==> src/hdl/acps_pkg.sv <==
package acps_pkg;

  localparam int OFF_W = 40;
  localparam int LEN_W = 32;
  localparam int DIV_W = 40;
  localparam int DIV_LANES = 2;
  localparam int BS_W = 13;
  localparam int LBA_W = 28;
  localparam int PC_W = 5;
  localparam int PORT_W = 10;

  localparam logic [BS_W-1:0] BLOCK_MAX = 13'd4096;
  localparam logic [BS_W-1:0] BLOCK_RESET = 13'd512;

  localparam logic [PORT_W-1:0] BASE_PRI = 10'h1F0;
  localparam logic [PORT_W-1:0] BASE_SEC = 10'h170;
  localparam logic [PORT_W-1:0] CTRL_PRI = 10'h3F6;
  localparam logic [PORT_W-1:0] CTRL_SEC = 10'h376;
  localparam logic [7:0] DRIVE_FLAGS = 8'hE0;
  localparam logic [7:0] CTRL_NOINT = 8'h02;
  localparam logic [7:0] CMD_WRITE = 8'h30;
  localparam logic [7:0] CMD_READ = 8'h20;
  localparam logic [7:0] CMD_FLUSH = 8'hE7;
  localparam logic [7:0] ST_ERR = 8'h01;
  localparam logic [7:0] ST_DF = 8'h20;
  localparam logic [7:0] ST_DRQ = 8'h08;

  localparam logic [1:0] ERR_NONE = 2'd0;
  localparam logic [1:0] ERR_REQ = 2'd1;
  localparam logic [1:0] ERR_DEV = 2'd2;

  typedef enum logic [1:0] {
    KIND_REQ    = 2'd0,
    KIND_ISSUE  = 2'd1,
    KIND_DONE   = 2'd2,
    KIND_STATUS = 2'd3
  } kind_t;

  typedef enum logic [1:0] {
    CFG_DISK_SELECT  = 2'd0,
    CFG_SECTOR_BYTES = 2'd1,
    CFG_DISK_SECTORS = 2'd2
  } cfg_reg_t;

  typedef enum logic [3:0] {
    F_NONE  = 4'd0,
    F_DRIVE = 4'd1,
    F_CTRL  = 4'd2,
    F_FEAT  = 4'd3,
    F_COUNT = 4'd4,
    F_LBA0  = 4'd5,
    F_LBA1  = 4'd6,
    F_LBA2  = 4'd7,
    F_CMD   = 4'd8,
    F_FLUSH = 4'd9
  } fld_t;

  typedef enum logic [1:0] {
    E_ZERO   = 2'd0,
    E_ONE    = 2'd1,
    E_REQ    = 2'd2,
    E_STATUS = 2'd3
  } err_sel_t;

  typedef enum logic [2:0] {
    A_NONE    = 3'd0,
    A_DIV     = 3'd1,
    A_OPEN    = 3'd2,
    A_ISSUE   = 3'd3,
    A_ADVANCE = 3'd4,
    A_STATUS  = 3'd5
  } act_t;

  typedef enum logic [2:0] {
    C_NEXT      = 3'd0,
    C_KIND      = 3'd1,
    C_DIVWAIT   = 3'd2,
    C_IFINACT   = 3'd3,
    C_IFNOCHUNK = 3'd4,
    C_END       = 3'd5
  } cond_t;

  typedef struct packed {
    logic            emit;
    logic            last;
    logic            done;
    fld_t            fld;
    err_sel_t        err;
    act_t            act;
    cond_t           cond;
    logic [PC_W-1:0] target;
  } ctl_word_t;

  typedef struct packed {
    kind_t kind;
    logic  div_busy;
    logic  inactive;
    logic  nochunk;
    logic  slot_free;
  } seq_flags_t;

  localparam logic [PC_W-1:0] ENTRY_REQ = 5'd1;
  localparam logic [PC_W-1:0] ENTRY_ISSUE = 5'd4;
  localparam logic [PC_W-1:0] ENTRY_ERR = 5'd13;
  localparam logic [PC_W-1:0] ENTRY_DONE = 5'd14;
  localparam logic [PC_W-1:0] ENTRY_STATUS = 5'd16;

  function automatic ctl_word_t mk(logic emit, logic last, logic done, fld_t fld,
                                   err_sel_t err, act_t act, cond_t cond,
                                   logic [PC_W-1:0] target);
    ctl_word_t w;
    w.emit = emit;
    w.last = last;
    w.done = done;
    w.fld = fld;
    w.err = err;
    w.act = act;
    w.cond = cond;
    w.target = target;
    return w;
  endfunction

  // microcode store
  function automatic ctl_word_t urom(logic [PC_W-1:0] pc);
    ctl_word_t w;
    unique case (pc)
      5'd0:  w = mk(1'b0, 1'b0, 1'b0, F_NONE,  E_ZERO,   A_NONE,    C_KIND,      5'd0);
      5'd1:  w = mk(1'b0, 1'b0, 1'b0, F_NONE,  E_ZERO,   A_DIV,     C_NEXT,      5'd0);
      5'd2:  w = mk(1'b0, 1'b0, 1'b0, F_NONE,  E_ZERO,   A_NONE,    C_DIVWAIT,   5'd0);
      5'd3:  w = mk(1'b1, 1'b1, 1'b0, F_NONE,  E_REQ,    A_OPEN,    C_END,       5'd0);
      5'd4:  w = mk(1'b0, 1'b0, 1'b0, F_NONE,  E_ZERO,   A_NONE,    C_IFINACT,   ENTRY_ERR);
      5'd5:  w = mk(1'b1, 1'b0, 1'b0, F_DRIVE, E_ZERO,   A_ISSUE,   C_NEXT,      5'd0);
      5'd6:  w = mk(1'b1, 1'b0, 1'b0, F_CTRL,  E_ZERO,   A_NONE,    C_NEXT,      5'd0);
      5'd7:  w = mk(1'b1, 1'b0, 1'b0, F_FEAT,  E_ZERO,   A_NONE,    C_NEXT,      5'd0);
      5'd8:  w = mk(1'b1, 1'b0, 1'b0, F_COUNT, E_ZERO,   A_NONE,    C_NEXT,      5'd0);
      5'd9:  w = mk(1'b1, 1'b0, 1'b0, F_LBA0,  E_ZERO,   A_NONE,    C_NEXT,      5'd0);
      5'd10: w = mk(1'b1, 1'b0, 1'b0, F_LBA1,  E_ZERO,   A_NONE,    C_NEXT,      5'd0);
      5'd11: w = mk(1'b1, 1'b0, 1'b0, F_LBA2,  E_ZERO,   A_NONE,    C_NEXT,      5'd0);
      5'd12: w = mk(1'b1, 1'b1, 1'b0, F_CMD,   E_ZERO,   A_NONE,    C_END,       5'd0);
      5'd13: w = mk(1'b1, 1'b1, 1'b0, F_NONE,  E_ONE,    A_NONE,    C_END,       5'd0);
      5'd14: w = mk(1'b0, 1'b0, 1'b0, F_NONE,  E_ZERO,   A_NONE,    C_IFNOCHUNK, ENTRY_ERR);
      5'd15: w = mk(1'b1, 1'b1, 1'b1, F_FLUSH, E_ZERO,   A_ADVANCE, C_END,       5'd0);
      5'd16: w = mk(1'b1, 1'b1, 1'b0, F_NONE,  E_STATUS, A_STATUS,  C_END,       5'd0);
      default: w = mk(1'b0, 1'b0, 1'b0, F_NONE, E_ZERO,  A_NONE,    C_END,       5'd0);
    endcase
    return w;
  endfunction

endpackage

==> src/hdl/acps_div.sv <==
module acps_div
  import acps_pkg::*;
(
  input  logic                                clk,
  input  logic                                rst,
  input  logic                                start,
  input  logic [BS_W-1:0]                     divisor,
  input  logic [DIV_LANES-1:0][DIV_W-1:0]     dividend,
  output logic                                busy,
  output logic [DIV_LANES-1:0][DIV_W-1:0]     quotient,
  output logic [DIV_LANES-1:0][BS_W-1:0]      remainder
);

  localparam int CNT_W = $clog2(DIV_W + 1);

  logic [CNT_W-1:0] count;
  logic [BS_W-1:0] dvs;
  logic [DIV_LANES-1:0][DIV_W-1:0] quo_next;
  logic [DIV_LANES-1:0][BS_W-1:0] rem_next;

  // one quotient bit per lane per cycle, restoring
  always_comb begin
    for (int i = 0; i < DIV_LANES; i++) begin
      logic [BS_W:0] trial;
      trial = {remainder[i], quotient[i][DIV_W-1]};
      if (trial >= {1'b0, dvs}) begin
        rem_next[i] = BS_W'(trial - {1'b0, dvs});
        quo_next[i] = {quotient[i][DIV_W-2:0], 1'b1};
      end else begin
        rem_next[i] = trial[BS_W-1:0];
        quo_next[i] = {quotient[i][DIV_W-2:0], 1'b0};
      end
    end
  end

  always_ff @(posedge clk) begin
    if (rst) begin
      busy <= 1'b0;
      count <= '0;
    end else if (start) begin
      busy <= 1'b1;
      count <= CNT_W'(DIV_W);
    end else if (busy) begin
      count <= count - 1'b1;
      busy <= (count != CNT_W'(1));
    end
  end

  always_ff @(posedge clk) begin
    if (start) begin
      dvs <= divisor;
      quotient <= dividend;
      remainder <= '0;
    end else if (busy) begin
      quotient <= quo_next;
      remainder <= rem_next;
    end
  end

endmodule

==> src/hdl/acps_seq.sv <==
module acps_seq
  import acps_pkg::*;
(
  input  logic       clk,
  input  logic       rst,
  input  logic       start,
  input  seq_flags_t flags,
  output logic       busy,
  output logic       fire,
  output ctl_word_t  word
);

  logic [PC_W-1:0] pc;
  logic hold;

  assign word = urom(pc);
  assign hold = (word.emit && !flags.slot_free) ||
                (word.cond == C_DIVWAIT && flags.div_busy);
  assign fire = busy && !hold;

  always_ff @(posedge clk) begin
    if (rst) begin
      busy <= 1'b0;
      pc <= '0;
    end else if (!busy) begin
      if (start) begin
        busy <= 1'b1;
        pc <= '0;
      end
    end else if (!hold) begin
      unique case (word.cond) inside
        C_NEXT, C_DIVWAIT: pc <= pc + 1'b1;
        C_KIND: begin
          unique case (flags.kind)
            KIND_REQ:    pc <= ENTRY_REQ;
            KIND_ISSUE:  pc <= ENTRY_ISSUE;
            KIND_DONE:   pc <= ENTRY_DONE;
            KIND_STATUS: pc <= ENTRY_STATUS;
            default:     pc <= ENTRY_ERR;
          endcase
        end
        C_IFINACT:   pc <= flags.inactive ? word.target : pc + 1'b1;
        C_IFNOCHUNK: pc <= flags.nochunk ? word.target : pc + 1'b1;
        C_END: begin
          busy <= 1'b0;
          pc <= '0;
        end
        default: begin
          busy <= 1'b0;
          pc <= '0;
        end
      endcase
    end
  end

endmodule

==> src/hdl/ata_pio_command_sequencer_top.sv <==
// Host-side ATA PIO LBA28 command issuer driven by a small microcode store.
// Each input transfer carries a kind in s_tuser: a new request is checked
// for block alignment, size and capacity by a bit-serial divider and gives
// one result. A next-chunk item gives the eight task-file register writes,
// one result per cycle unless the output stalls, or one error result if no
// transfer is open. Chunk-done and a status check each give one result. One
// item is worked on at a time; s_tready is low while the microprogram runs,
// and a full output register stalls the step counter. The user must write
// configuration through cfg_we only while idle; the block does not check.
module ata_pio_command_sequencer_top
  import acps_pkg::*;
#(
  parameter int MAX_CHUNK = 255
) (
  input  logic        clk,
  input  logic        rst,
  input  logic        s_tvalid,
  output logic        s_tready,
  // byte_offset[39:0], byte_length[71:40], is_write[72], status_byte[80:73]
  input  logic [87:0] s_tdata,
  // kind
  input  logic [1:0]  s_tuser,
  output logic        m_tvalid,
  input  logic        m_tready,
  // has_write[0], port[10:1], value[18:11], error_code[20:19], done_res[21]
  output logic [23:0] m_tdata,
  output logic        m_tlast,
  input  logic        cfg_we,
  input  logic [1:0]  cfg_index,
  input  logic [27:0] cfg_data
);

  localparam logic [7:0] MaxChunkB = 8'(MAX_CHUNK);

  logic [1:0] disk_select;
  logic [BS_W-1:0] sector_bytes;
  logic [LBA_W-1:0] disk_sectors;

  logic active;
  logic write_dir;
  logic [LBA_W-1:0] current_lba;
  logic [31:0] remaining_sectors;
  logic [7:0] chunk_sectors;

  kind_t kind_q;
  logic [OFF_W-1:0] offset_q;
  logic [LEN_W-1:0] length_q;
  logic is_write_q;
  logic [7:0] status_q;

  logic seq_busy;
  logic fire;
  ctl_word_t word;
  seq_flags_t flags;

  logic div_busy;
  logic [DIV_LANES-1:0][DIV_W-1:0] dividend;
  logic [DIV_LANES-1:0][DIV_W-1:0] quotient;
  logic [DIV_LANES-1:0][BS_W-1:0] remainder;

  logic in_xfer;
  logic slot_free;
  logic req_valid;
  logic st_bad;
  logic [32:0] req_end;
  logic [PORT_W-1:0] base;
  logic [PORT_W-1:0] ctrl;

  logic res_hw;
  logic [PORT_W-1:0] res_port;
  logic [7:0] res_value;
  logic [1:0] res_err;
  logic res_done;

  assign s_tready = !seq_busy;
  assign in_xfer = s_tvalid && s_tready;
  assign slot_free = !m_tvalid || m_tready;

  // config
  always_ff @(posedge clk) begin
    if (rst) begin
      disk_select <= '0;
      sector_bytes <= BLOCK_RESET;
      disk_sectors <= '0;
    end else if (cfg_we) begin
      case (cfg_index)
        CFG_DISK_SELECT:  disk_select <= cfg_data[1:0];
        CFG_SECTOR_BYTES: sector_bytes <= cfg_data[BS_W-1:0];
        CFG_DISK_SECTORS: disk_sectors <= cfg_data[LBA_W-1:0];
        default: ;
      endcase
    end
  end

  always_ff @(posedge clk) begin
    if (in_xfer) begin
      kind_q <= kind_t'(s_tuser);
      offset_q <= s_tdata[39:0];
      length_q <= s_tdata[71:40];
      is_write_q <= s_tdata[72];
      status_q <= s_tdata[80:73];
    end
  end

  assign flags.kind = kind_q;
  assign flags.div_busy = div_busy;
  assign flags.inactive = !active;
  assign flags.nochunk = !active || (chunk_sectors == '0);
  assign flags.slot_free = slot_free;

  acps_seq u_seq (
    .clk   (clk),
    .rst   (rst),
    .start (in_xfer),
    .flags (flags),
    .busy  (seq_busy),
    .fire  (fire),
    .word  (word)
  );

  assign dividend[0] = offset_q;
  assign dividend[1] = DIV_W'(length_q);

  acps_div u_div (
    .clk       (clk),
    .rst       (rst),
    .start     (fire && word.act == A_DIV),
    .divisor   (sector_bytes),
    .dividend  (dividend),
    .busy      (div_busy),
    .quotient  (quotient),
    .remainder (remainder)
  );

  // request check on the quotients
  assign req_end = {5'b0, quotient[0][LBA_W-1:0]} + {1'b0, quotient[1][LEN_W-1:0]};
  assign req_valid = (sector_bytes != '0) && (sector_bytes <= BLOCK_MAX) &&
                     (remainder[0] == '0) && (remainder[1] == '0) &&
                     (quotient[1][LEN_W-1:0] != '0) &&
                     (quotient[0][DIV_W-1:LBA_W] == '0) &&
                     (req_end < {5'b0, disk_sectors});

  assign st_bad = ((status_q & ST_ERR) != '0) || ((status_q & ST_DF) != '0) ||
                  ((status_q & ST_DRQ) == '0);

  always_ff @(posedge clk) begin
    if (rst) begin
      active <= 1'b0;
      write_dir <= 1'b0;
      current_lba <= '0;
      remaining_sectors <= '0;
      chunk_sectors <= '0;
    end else if (fire) begin
      case (word.act)
        A_OPEN: begin
          active <= req_valid;
          if (req_valid) begin
            write_dir <= is_write_q;
            current_lba <= quotient[0][LBA_W-1:0];
            remaining_sectors <= quotient[1][LEN_W-1:0];
            chunk_sectors <= '0;
          end
        end
        A_ISSUE: begin
          chunk_sectors <= (remaining_sectors <= 32'(MAX_CHUNK)) ?
                           remaining_sectors[7:0] : MaxChunkB;
        end
        A_ADVANCE: begin
          current_lba <= current_lba + LBA_W'(chunk_sectors);
          remaining_sectors <= remaining_sectors - 32'(chunk_sectors);
          chunk_sectors <= '0;
          if (remaining_sectors == 32'(chunk_sectors)) begin
            active <= 1'b0;
          end
        end
        A_STATUS: begin
          if (st_bad) begin
            active <= 1'b0;
            chunk_sectors <= '0;
          end
        end
        default: ;
      endcase
    end
  end

  // result fields
  assign base = disk_select[1] ? BASE_SEC : BASE_PRI;
  assign ctrl = disk_select[1] ? CTRL_SEC : CTRL_PRI;

  always_comb begin
    res_hw = 1'b1;
    res_port = '0;
    res_value = '0;
    unique case (word.fld)
      F_DRIVE: begin
        res_port = base + PORT_W'(6);
        res_value = DRIVE_FLAGS | {3'b0, disk_select[0], current_lba[27:24]};
      end
      F_CTRL: begin
        res_port = ctrl;
        res_value = CTRL_NOINT;
      end
      F_FEAT:  res_port = base + PORT_W'(1);
      F_COUNT: begin
        res_port = base + PORT_W'(2);
        res_value = chunk_sectors;
      end
      F_LBA0: begin
        res_port = base + PORT_W'(3);
        res_value = current_lba[7:0];
      end
      F_LBA1: begin
        res_port = base + PORT_W'(4);
        res_value = current_lba[15:8];
      end
      F_LBA2: begin
        res_port = base + PORT_W'(5);
        res_value = current_lba[23:16];
      end
      F_CMD: begin
        res_port = base + PORT_W'(7);
        res_value = write_dir ? CMD_WRITE : CMD_READ;
      end
      F_FLUSH: begin
        res_hw = write_dir;
        res_port = write_dir ? base + PORT_W'(7) : '0;
        res_value = write_dir ? CMD_FLUSH : '0;
      end
      default: res_hw = 1'b0;
    endcase
  end

  always_comb begin
    case (word.err)
      E_ONE:    res_err = ERR_REQ;
      E_REQ:    res_err = req_valid ? ERR_NONE : ERR_REQ;
      E_STATUS: res_err = st_bad ? ERR_DEV : ERR_NONE;
      default:  res_err = ERR_NONE;
    endcase
  end

  assign res_done = word.done && (remaining_sectors == 32'(chunk_sectors));

  // output register
  always_ff @(posedge clk) begin
    if (rst) begin
      m_tvalid <= 1'b0;
    end else if (fire && word.emit) begin
      m_tvalid <= 1'b1;
    end else if (m_tready) begin
      m_tvalid <= 1'b0;
    end
  end

  always_ff @(posedge clk) begin
    if (fire && word.emit) begin
      m_tdata <= {2'b0, res_done, res_err, res_value, res_port, res_hw};
      m_tlast <= word.last;
    end
  end

  a_chunk_within_remaining: assert property (@(posedge clk) disable iff (rst)
    32'(chunk_sectors) <= remaining_sectors)
    else $error("chunk exceeds remaining sectors");

  a_active_has_sectors: assert property (@(posedge clk) disable iff (rst)
    active |-> remaining_sectors != '0)
    else $error("open transfer with no sectors left");

  a_div_starts: assert property (@(posedge clk) disable iff (rst)
    (fire && word.act == A_DIV) |=> div_busy)
    else $error("divider did not start");

endmodule

==> config.mk <==
export PLATFORM = sky130hd
export DESIGN_NAME = ata_pio_command_sequencer_top
export DESIGN_NICKNAME = d
export VERILOG_FILES = /design/src/hdl/acps_pkg.sv /design/src/hdl/acps_div.sv /design/src/hdl/acps_seq.sv /design/src/hdl/ata_pio_command_sequencer_top.sv
export SDC_FILE = /design/constraint.sdc
export NUM_CORES = 1
export LEC_CHECK = 0
export ABC_AREA = 1
export BUFFER_PORTS_ARGS = -buffer_cell sky130_fd_sc_hd__buf_2
export CAP_MARGIN = 20
export CORE_MARGIN = 3
export CORE_UTILIZATION = 45
export DETAILED_ROUTE_END_ITERATION = 8
export GPL_TIMING_DRIVEN = 1
export MAX_ROUTING_LAYER = met4
export PLACE_DENSITY = 0.63
export SLEW_MARGIN = 0
export SYNTH_ARGS = -nofsm -noshare
export SYNTH_HDL_FRONTEND = slang
export SYNTH_SLANG_ARGS = --single-unit
==> constraint.sdc <==
create_clock -name clk -period 8.7 [get_ports clk]
set_clock_uncertainty 0.05 [all_clocks]
set_input_delay 1.74 -clock clk [delete_from_list [all_inputs] [get_ports clk]]
set_output_delay 1.74 -clock clk [all_outputs]
set_load 0.05 [all_outputs]
==> qor.txt, run 1 <==
crit path max fanout = 73
vias in the first global route = 16,659
antenna violations before repair = 0
Crit Path Class = reg2reg
routed len/inst = 16.8 µm
Worst Setup SP = u_div.quotient[2]
Syn Inst Count = 2,669
placed cells = 3,323
GR Layer Usage met1 = 33.1%
Reg2Reg Launch Point = u_div.quotient[2]
Crit. End Element = register
VDD IR-drop max = 0.159 mV
worst hold start = u_seq.word[18]
Simple-Gate Fraction of Synth Area = 24.6%
FF-to-FF path depth = 25
drc violations = 0
Post-CTS Repair Setup Buffers = 0
Max Clk Rate = 0.189 GHz
pwr/cell area = 213 nW/µm²
min Tclk post-route = 5.30 ns
I/O pin total = 152
Register Area = 9010 µm²
Critical Path Max Stage Delay = 0.73 ns
Post-Synth XOR/XNOR Area = 3.13%
CP Launch Type = register
hold buffers post-CTS = 0
die width = 219 µm
Global Route Usage Sum = 24.3%
Ys Warns = 0
# diodes = 0
TritonRoute pass-1 iters = 6
final max-slew violation count = 0
setup repair after global routing missed its margin = no
ranking of synthesized cells by area = edfxtp_1 27%, dfxtp_1 17%, nand2_1 12%
final hold vios = 0
CP most frequent cell = nor2_1
Critical Path Stages = 25
multi-input logic area = 9850 µm²
Chip Height = 219 µm
Fin Setup TNS = 0 ns
cts repair resizes = 0
final setup fails = 0
grt met3 use = 4.00%
total gr overflow = 0
CTS H-tree lvls = 2
TritonCTS clock tree = built
post-synthesis mux area share = 0.0490%
adder and majority cell fraction of the synthesized area = 7.16%
worst slack at placement = 3.14 ns
Syn Std Cell Area = 20,400 µm²
Top delay family on crit path = simple AND/OR/NAND/NOR gates
post-synthesis compound-gate area fraction = 13.0%
post-route ant nets = 0
fin worst setup slack = 3.40 ns
final wirelength = 57,000 µm
pin count of the biggest net entering global routing = 84
Slew headroom = 35.2%
FILL cells = 4,350
sequential fraction of the synthesis area = 44.1%
Post-Layout Cell Count = 3,396
DP HPWL = 42,700 µm
Area Growth Syn to Fin = 11.9%
Max-Cap Viols = 0
CORE AREA = 44,500 µm²
drt via density = 5.29
Critical Path RT = 9.09 ns
Worst Hold Class = reg2reg
fin crit share = 60.9%
TritonCTS Buffers = 41
Vias = 17,969
input/output buffers = 136
slowest stage cell on the critical path = nand2_4
Initial DRC Count = 1,651
GPL Wtd Cong = 0.926
most common cell after layout, fill and taps aside = nand2_1
biggest area consumer among synthesized cells = edfxtp_1
clock root cell = clkbuf_16
Cell variety after synth = 52
Reg clk slew, reported paths = 0.07 ns
clk sinks = 359
FF-to-FF setup slack = 3.40 ns
layer with the highest usage = met2
grt met2 use = 37.8%
CP arrival = 5.69 ns
Synth Area per Inst = 7.66 µm²
share of cells above drive strength 1 = 8.31%
hold path cells = 0
Layout Nets = 3,013
top-area cell type share of the netlist area = 26.7%
Pleak = 10.1 nW
clk buf depth = 3
DIE AREA = 48,000 µm²
outcome = finished clean
commonest non-fill, non-tap cells in the layout = 647 x nand2_1, 323 x inv_1, 306 x nor2_1
Worst Path Buf+Inv = 0
global-route wire length before repair = 89,500 µm
starting density of the core = 45.9%
Least-Margin Pin Slew = 0.971 ns
flops & latches, synth = 359
Core Rows = 77
Worst-Skew Late Latency = 0.56 ns
largest family of logic cells by synthesized area = simple AND/OR/NAND/NOR gates
==> cells by family (layout without fill, tap and decap cells) <==
kind of cell | after synthesis | in the layout
AOI/OAI and AO/OA | 494 | 494
xor gates and xnor gates | 73 | 73
adders and majority gates | 114 | 114
buffers and inverters | 418 | 551
DFF | 359 | 359
muxes | 1 | 1
other | 1 | 3
and+or+nand+nor | 1209 | 1209
==> cell usage after synthesis (all sizes together) <==
cell type and n:
nand2 651, inv 326, nor2 308, o21ai 226, a21oi 185, edfxtp 182, dfxtp 177, nand3 140
ha 109, clkbuf 60, xor2 46, nand4 40, buf 28, nor3 28, xnor2 27, o22ai 26
nand3b 20, a31oi 14, nor4 10, a221oi 9, a21o 6, o211ai 6, o21bai 6, and3 5
fa 5, clkinv 4, o2111ai 4, or2 4, a211oi 3, o21a 3, a31o 2, nor3b 2
a21boi 1, a221o 1, conb 1, mux2i 1, o221ai 1, o31ai 1, or3 1
==> routing by layer <==
layer,vias up,wire [µm]
met5,-,0
met1,8284,26300
met2,533,25500
li1,9059,-
met4,0,1510
met3,93,3650
==> power breakdown <==
part | switching (W) | internal (W)
Sequential | 0.000112 | 0.00194
Clock | 0.000704 | 0.000924
Combinational | 0.000766 | 0.000424
Total | 0.00158 | 0.00329
==> registers in the layout (all words and copies together) (netlist names), 16 cells and up <==
name	count
u_div.quotient	80
current_lba	28
m_tdata	18
offset_q	40
u_div.remainder	26
u_seq.word	16
disk_sectors	28
length_q	32
remaining_sectors	32
==> layout make-up <==
class / instances / area share [%]
clock buffers: 43 / 4.52
clock inverters: 30 / 0.947
inverters: 330 / 5.42
multi-input cells: 1894 / 43.1
flip-flops and latches: 359 / 39.4
well taps: 592 / 3.24
repair buffers: 148 / 3.37
==> stage by stage <==
step | hold slack, ns | power (W) | util (%) | area (µm²)
floorplan | 0.336 | 0.00294 | - | 20400
global placement | 0.350 | 0.00324 | 48.6 | 21600
global route | 0.366 | 0.00517 | 51.4 | 22900
detailed placement | 0.345 | 0.00326 | 48.6 | 21600
CTS | 0.360 | 0.00491 | 51.4 | 22900
finish | 0.359 | 0.00487 | 51.4 | 22900
==> worst paths after layout <==
path / endpoint
hold / removal: m_tlast
setup reg to reg: current_lba[22]
hold reg to reg: m_tlast
setup / recovery: current_lba[22]
Power figures use the tool's default switching activity.
==> inputs of run 2 (changes only) <==
--- a/config.mk
+++ b/config.mk
@@ -5,7 +5,7 @@
 export SDC_FILE = /design/constraint.sdc
 export NUM_CORES = 1
 export LEC_CHECK = 0
-export ABC_AREA = 1
+export ABC_AREA = 0
 export BUFFER_PORTS_ARGS = -buffer_cell sky130_fd_sc_hd__buf_2
 export CAP_MARGIN = 20
 export CORE_MARGIN = 3
@@ -13,7 +13,7 @@
 export DETAILED_ROUTE_END_ITERATION = 8
 export GPL_TIMING_DRIVEN = 1
 export MAX_ROUTING_LAYER = met4
-export PLACE_DENSITY = 0.63
+export PLACE_DENSITY = 0.65
 export SLEW_MARGIN = 0
 export SYNTH_ARGS = -nofsm -noshare
 export SYNTH_HDL_FRONTEND = slang
==> constraint.sdc (replaced) <==
create_clock -name clk -period 4.39 [get_ports clk]
set_clock_uncertainty 0.05 [all_clocks]
set_input_delay 0.878 -clock clk [delete_from_list [all_inputs] [get_ports clk]]
set_output_delay 0.878 -clock clk [all_outputs]
set_load 0.05 [all_outputs]
==> qor.txt, run 2 <==
flops & latches, synth = 359 (unchanged)
CORE AREA = 43,500 µm² (was 44,500 µm²)
Layout Nets = 2,732 (was 3,013)
share of cells above drive strength 1 = 22.5% (was 8.31%)
Initial DRC Count = 1,463 (was 1,651)
ordered cell list for the critical path = ha_2 > a211oi_4 > o31ai_4 > o311ai_2 > nand3b_1 > buf_4 > a21o_1 > a21o_1 > a21o_1 > a21oi_2 > xnor2_2 > ha_1 > a21o_1 > a21oi_2 > o22ai_2 > a221o_1 > nor4_2 > o2111ai_2 > buf_4 > nor2_4 > o311ai_4 > buf_12 > mux2i_1
I/O pin total = 152 (unchanged)
VDD IR-drop max = 0.329 mV (was 0.159 mV)
final instance area = 24,700 µm² (was 22,900 µm²)
Placed Area = 22,400 µm² (was 21,600 µm²)
Top delay family on crit path = compound AO/OA/AOI/OAI gates (was simple AND/OR/NAND/NOR gates)
count leader, synth = nand2_1 (unchanged)
global-route wire length before repair = 93,000 µm (was 89,500 µm)
biggest area consumer among synthesized cells = edfxtp_1 (unchanged)
Vias = 17,677 (was 17,969)
Fin Setup TNS = -25.22 ns (was 0 ns)
die width = 217 µm (was 219 µm)
Core Rows = 76 (was 77)
worst slack at placement = -0.939 ns (was 3.14 ns)
EDFF count, synth = 182 (unchanged)
Top FF cell, synth = edfxtp_1 (unchanged)
drc violations = 0 (unchanged)
TritonCTS clock tree = built (unchanged)
FILL cells = 3,874 (was 4,350)
Post-synth top cells = 450 x nand2_1, 208 x a21oi_1, 182 x edfxtp_1 (was 648 x nand2_1, 323 x inv_1, 307 x nor2_1)
Max Clk Rate = 0.208 GHz (was 0.189 GHz)
routed len/inst = 19.3 µm (was 16.8 µm)
CP most frequent cell = a21o_1 (was nor2_1)
Syn Inst Count = 2,222 (was 2,669)
total gr overflow = 0 (unchanged)
Largest register FFs = 80 (unchanged)
slowest stage cell on the critical path = edfxtp_1 (was nand2_4)
Max-Cap Viols = 0 (unchanged)
Pleak = 10.0 nW (was 10.1 nW)
final wirelength = 60,100 µm (was 57,000 µm)
CP Launch Type = register (unchanged)
Chip Height = 217 µm (was 219 µm)
CP arrival = 5.23 ns (was 5.69 ns)
Worst Path Buf+Inv = 3 (was 0)
pwr/cell area = 423 nW/µm² (was 213 nW/µm²)
Largest Register = u_div.quotient (unchanged)
starting density of the core = 46.1% (was 45.9%)
Critical Path RT = 4.82 ns (was 9.09 ns)
DIE AREA = 47,000 µm² (was 48,000 µm²)
Global Route Usage Sum = 25.5% (was 24.3%)
final max-slew violation count = 0 (unchanged)
antenna violations before repair = 0 (unchanged)
ranking of synthesized cells by area = edfxtp_1 27%, dfxtp_1 18%, nand2_1 8.4% (was edfxtp_1 27%, dfxtp_1 17%, nand2_1 12%)
TritonRoute pass-1 iters = 5 (was 6)
switching share of power = 31.2% (was 32.5%)
CTS H-tree lvls = 2 (unchanged)
setup repair after global routing missed its margin = yes (was no)
Crit Path Class = reg2reg (unchanged)
Ys Warns = 0 (unchanged)
clock root cell = clkbuf_16 (unchanged)
Largest regs = u_div.quotient (80), offset_q (40) (unchanged)
Fin Hold WS = 0.361 ns (was 0.359 ns)
Syn Std Cell Area = 20,000 µm² (was 20,400 µm²)
vias in the first global route = 16,968 (was 16,659)
Reg clk slew, reported paths = 0.06 ns (was 0.07 ns)
most common cell after layout, fill and taps aside = nand2_1 (unchanged)
top-area cell type share of the netlist area = 27.3% (was 26.7%)
outcome = finished, violations left (was finished clean)
post-route ant nets = 0 (unchanged)
sequential share of power = 39.5% (was 42.1%)
min Tclk post-route = 4.81 ns (was 5.30 ns)
TritonCTS Buffers = 42 (was 41)
failing checks = negative setup slack
fin worst setup slack = -0.415 ns (was 3.40 ns)
internal power = 0.00719 W (was 0.00329 W)
Psw = 0.00326 W (was 0.00158 W)
Final Core Density = 56.9% (was 51.4%)
asr flop ratio synth = 0% (unchanged)
Worst Hold Class = reg2reg (unchanged)
Least-Margin Pin Slew = 1.26 ns (was 0.971 ns)
Worst-Skew Late Latency = 0.57 ns (was 0.56 ns)
Critical Path Max Stage Delay = 0.42 ns (was 0.73 ns)
input/output buffers = 136 (unchanged)
Clock Power Share = 33.6% (was 33.4%)
GPL Wtd Cong = 0.938 (was 0.926)
Area Growth Syn to Fin = 23.6% (was 11.9%)
final hold vios = 0 (unchanged)
crit path max fanout = 8 (was 73)
sequential fraction of the synthesis area = 45.0% (was 44.1%)
Synth Area per Inst = 9.01 µm² (was 7.66 µm²)
final setup fails = 71 (was 0)
Comb pwr share = 27.0% (was 24.4%)
Slew headroom = 16.2% (was 35.2%)
drt via density = 5.68 (was 5.29)
clk sinks = 359 (unchanged)
clk buf depth = 3 (unchanged)
Cell variety after synth = 98 (was 52)
Crit. End Element = register (unchanged)
hold buffers post-CTS = 0 (unchanged)
commonest non-fill, non-tap cells in the layout = 449 x nand2_1, 190 x a21oi_1, 185 x buf_4 (was 647 x nand2_1, 323 x inv_1, 306 x nor2_1)
# diodes = 0 (unchanged)
DP HPWL = 43,400 µm (was 42,700 µm)
fin crit share = 109% (was 60.9%)
pin count of the biggest net entering global routing = 103 (was 84)
==> run 2: what timing repair did <==
action,in CTS,in global routing
gates resized for setup,59,86
cloned,1,5
setup endpoints to repair,71,71
buffers inserted,11,5
hold endpoints to repair,0,0
pin swaps,30,28
==> run 2: cell type report <==
class                           count  area (µm²)  share of cell area [%]
Timing Repair Buffer              346        2570                    10.4
Sequential cell                   359        9010                    36.4
Multi-Input combinational cell   1645       10700                    43.1
Inverter                           99         373                    1.51
Tap cell                          585         732                    2.96
Clock inverter                     24         282                    1.14
Clock buffer                       54        1100                    4.43
==> run 2: metrics by stage <==
stage          instances  power [W]
2_1_floorplan       2224    0.00604
3_3_place_gp        3010    0.00681
3_5_place_dp        3010    0.00687
4_1_cts             3100     0.0105
5_1_grt             3112     0.0110
6_report            3112     0.0105
==> run 2: worst paths after layout <==
kind	endpoint	startpoint	slack (ns)	cells after the start
worst max-delay path	chunk_sectors[5]	u_div.quotient[40]	-0.42	23
worst min-delay path	m_tlast	u_seq.word[18]	0.36	0
worst max register to register	chunk_sectors[5]	u_div.quotient[40]	-0.42	23
worst min register to register	m_tlast	u_seq.word[18]	0.36	0
==> run 2: cells by family after synthesis <==
kind of cell / share of synthesized area (%)
DFF: 45.0
buffers and inverters: 4.67
xor gates and xnor gates: 2.71
adders and majority gates: 7.31
muxes: 3.19
and+or+nand+nor: 19.3
other: 0.0187
AOI/OAI and AO/OA: 17.8
==> run 2: power by group through the flow <==
stage | Clock, W | Sequential (W) | Combinational [W]
finish | 0.00351 | 0.00413 | 0.00282
detailed placement | 0 | 0.00419 | 0.00269
global route | 0.00373 | 0.00416 | 0.00313
floorplan | 0 | 0.00408 | 0.00195
global placement | 0 | 0.00418 | 0.00264
CTS | 0.00359 | 0.00412 | 0.00275
==> run 2: worst reg2reg max path: stages, from the launching register on <==
cell and delay, ns:
edfxtp_1 0.42, ha_2 0.25, a211oi_4 0.29, o31ai_4 0.11, o311ai_2 0.26, nand3b_1 0.20
buf_4 0.19, a21o_1 0.15, a21o_1 0.16, a21o_1 0.16, a21oi_2 0.16, xnor2_2 0.14
ha_1 0.27, a21o_1 0.17, a21oi_2 0.13, o22ai_2 0.09, a221o_1 0.28, nor4_2 0.28
o2111ai_2 0.20, buf_4 0.20, nor2_4 0.09, o311ai_4 0.12, buf_12 0.18, mux2i_1 0.18
==> run 2: per-layer routing <==
metal | global-route usage (%) | vias up | share of wire (%)
met5 | - | - | 0
met4 | 10.2 | 0 | 4.5
met3 | 2.81 | 159 | 5.9
met2 | 39.9 | 602 | 45
met1 | 34.3 | 8390 | 44
li1 | - | 8526 | -
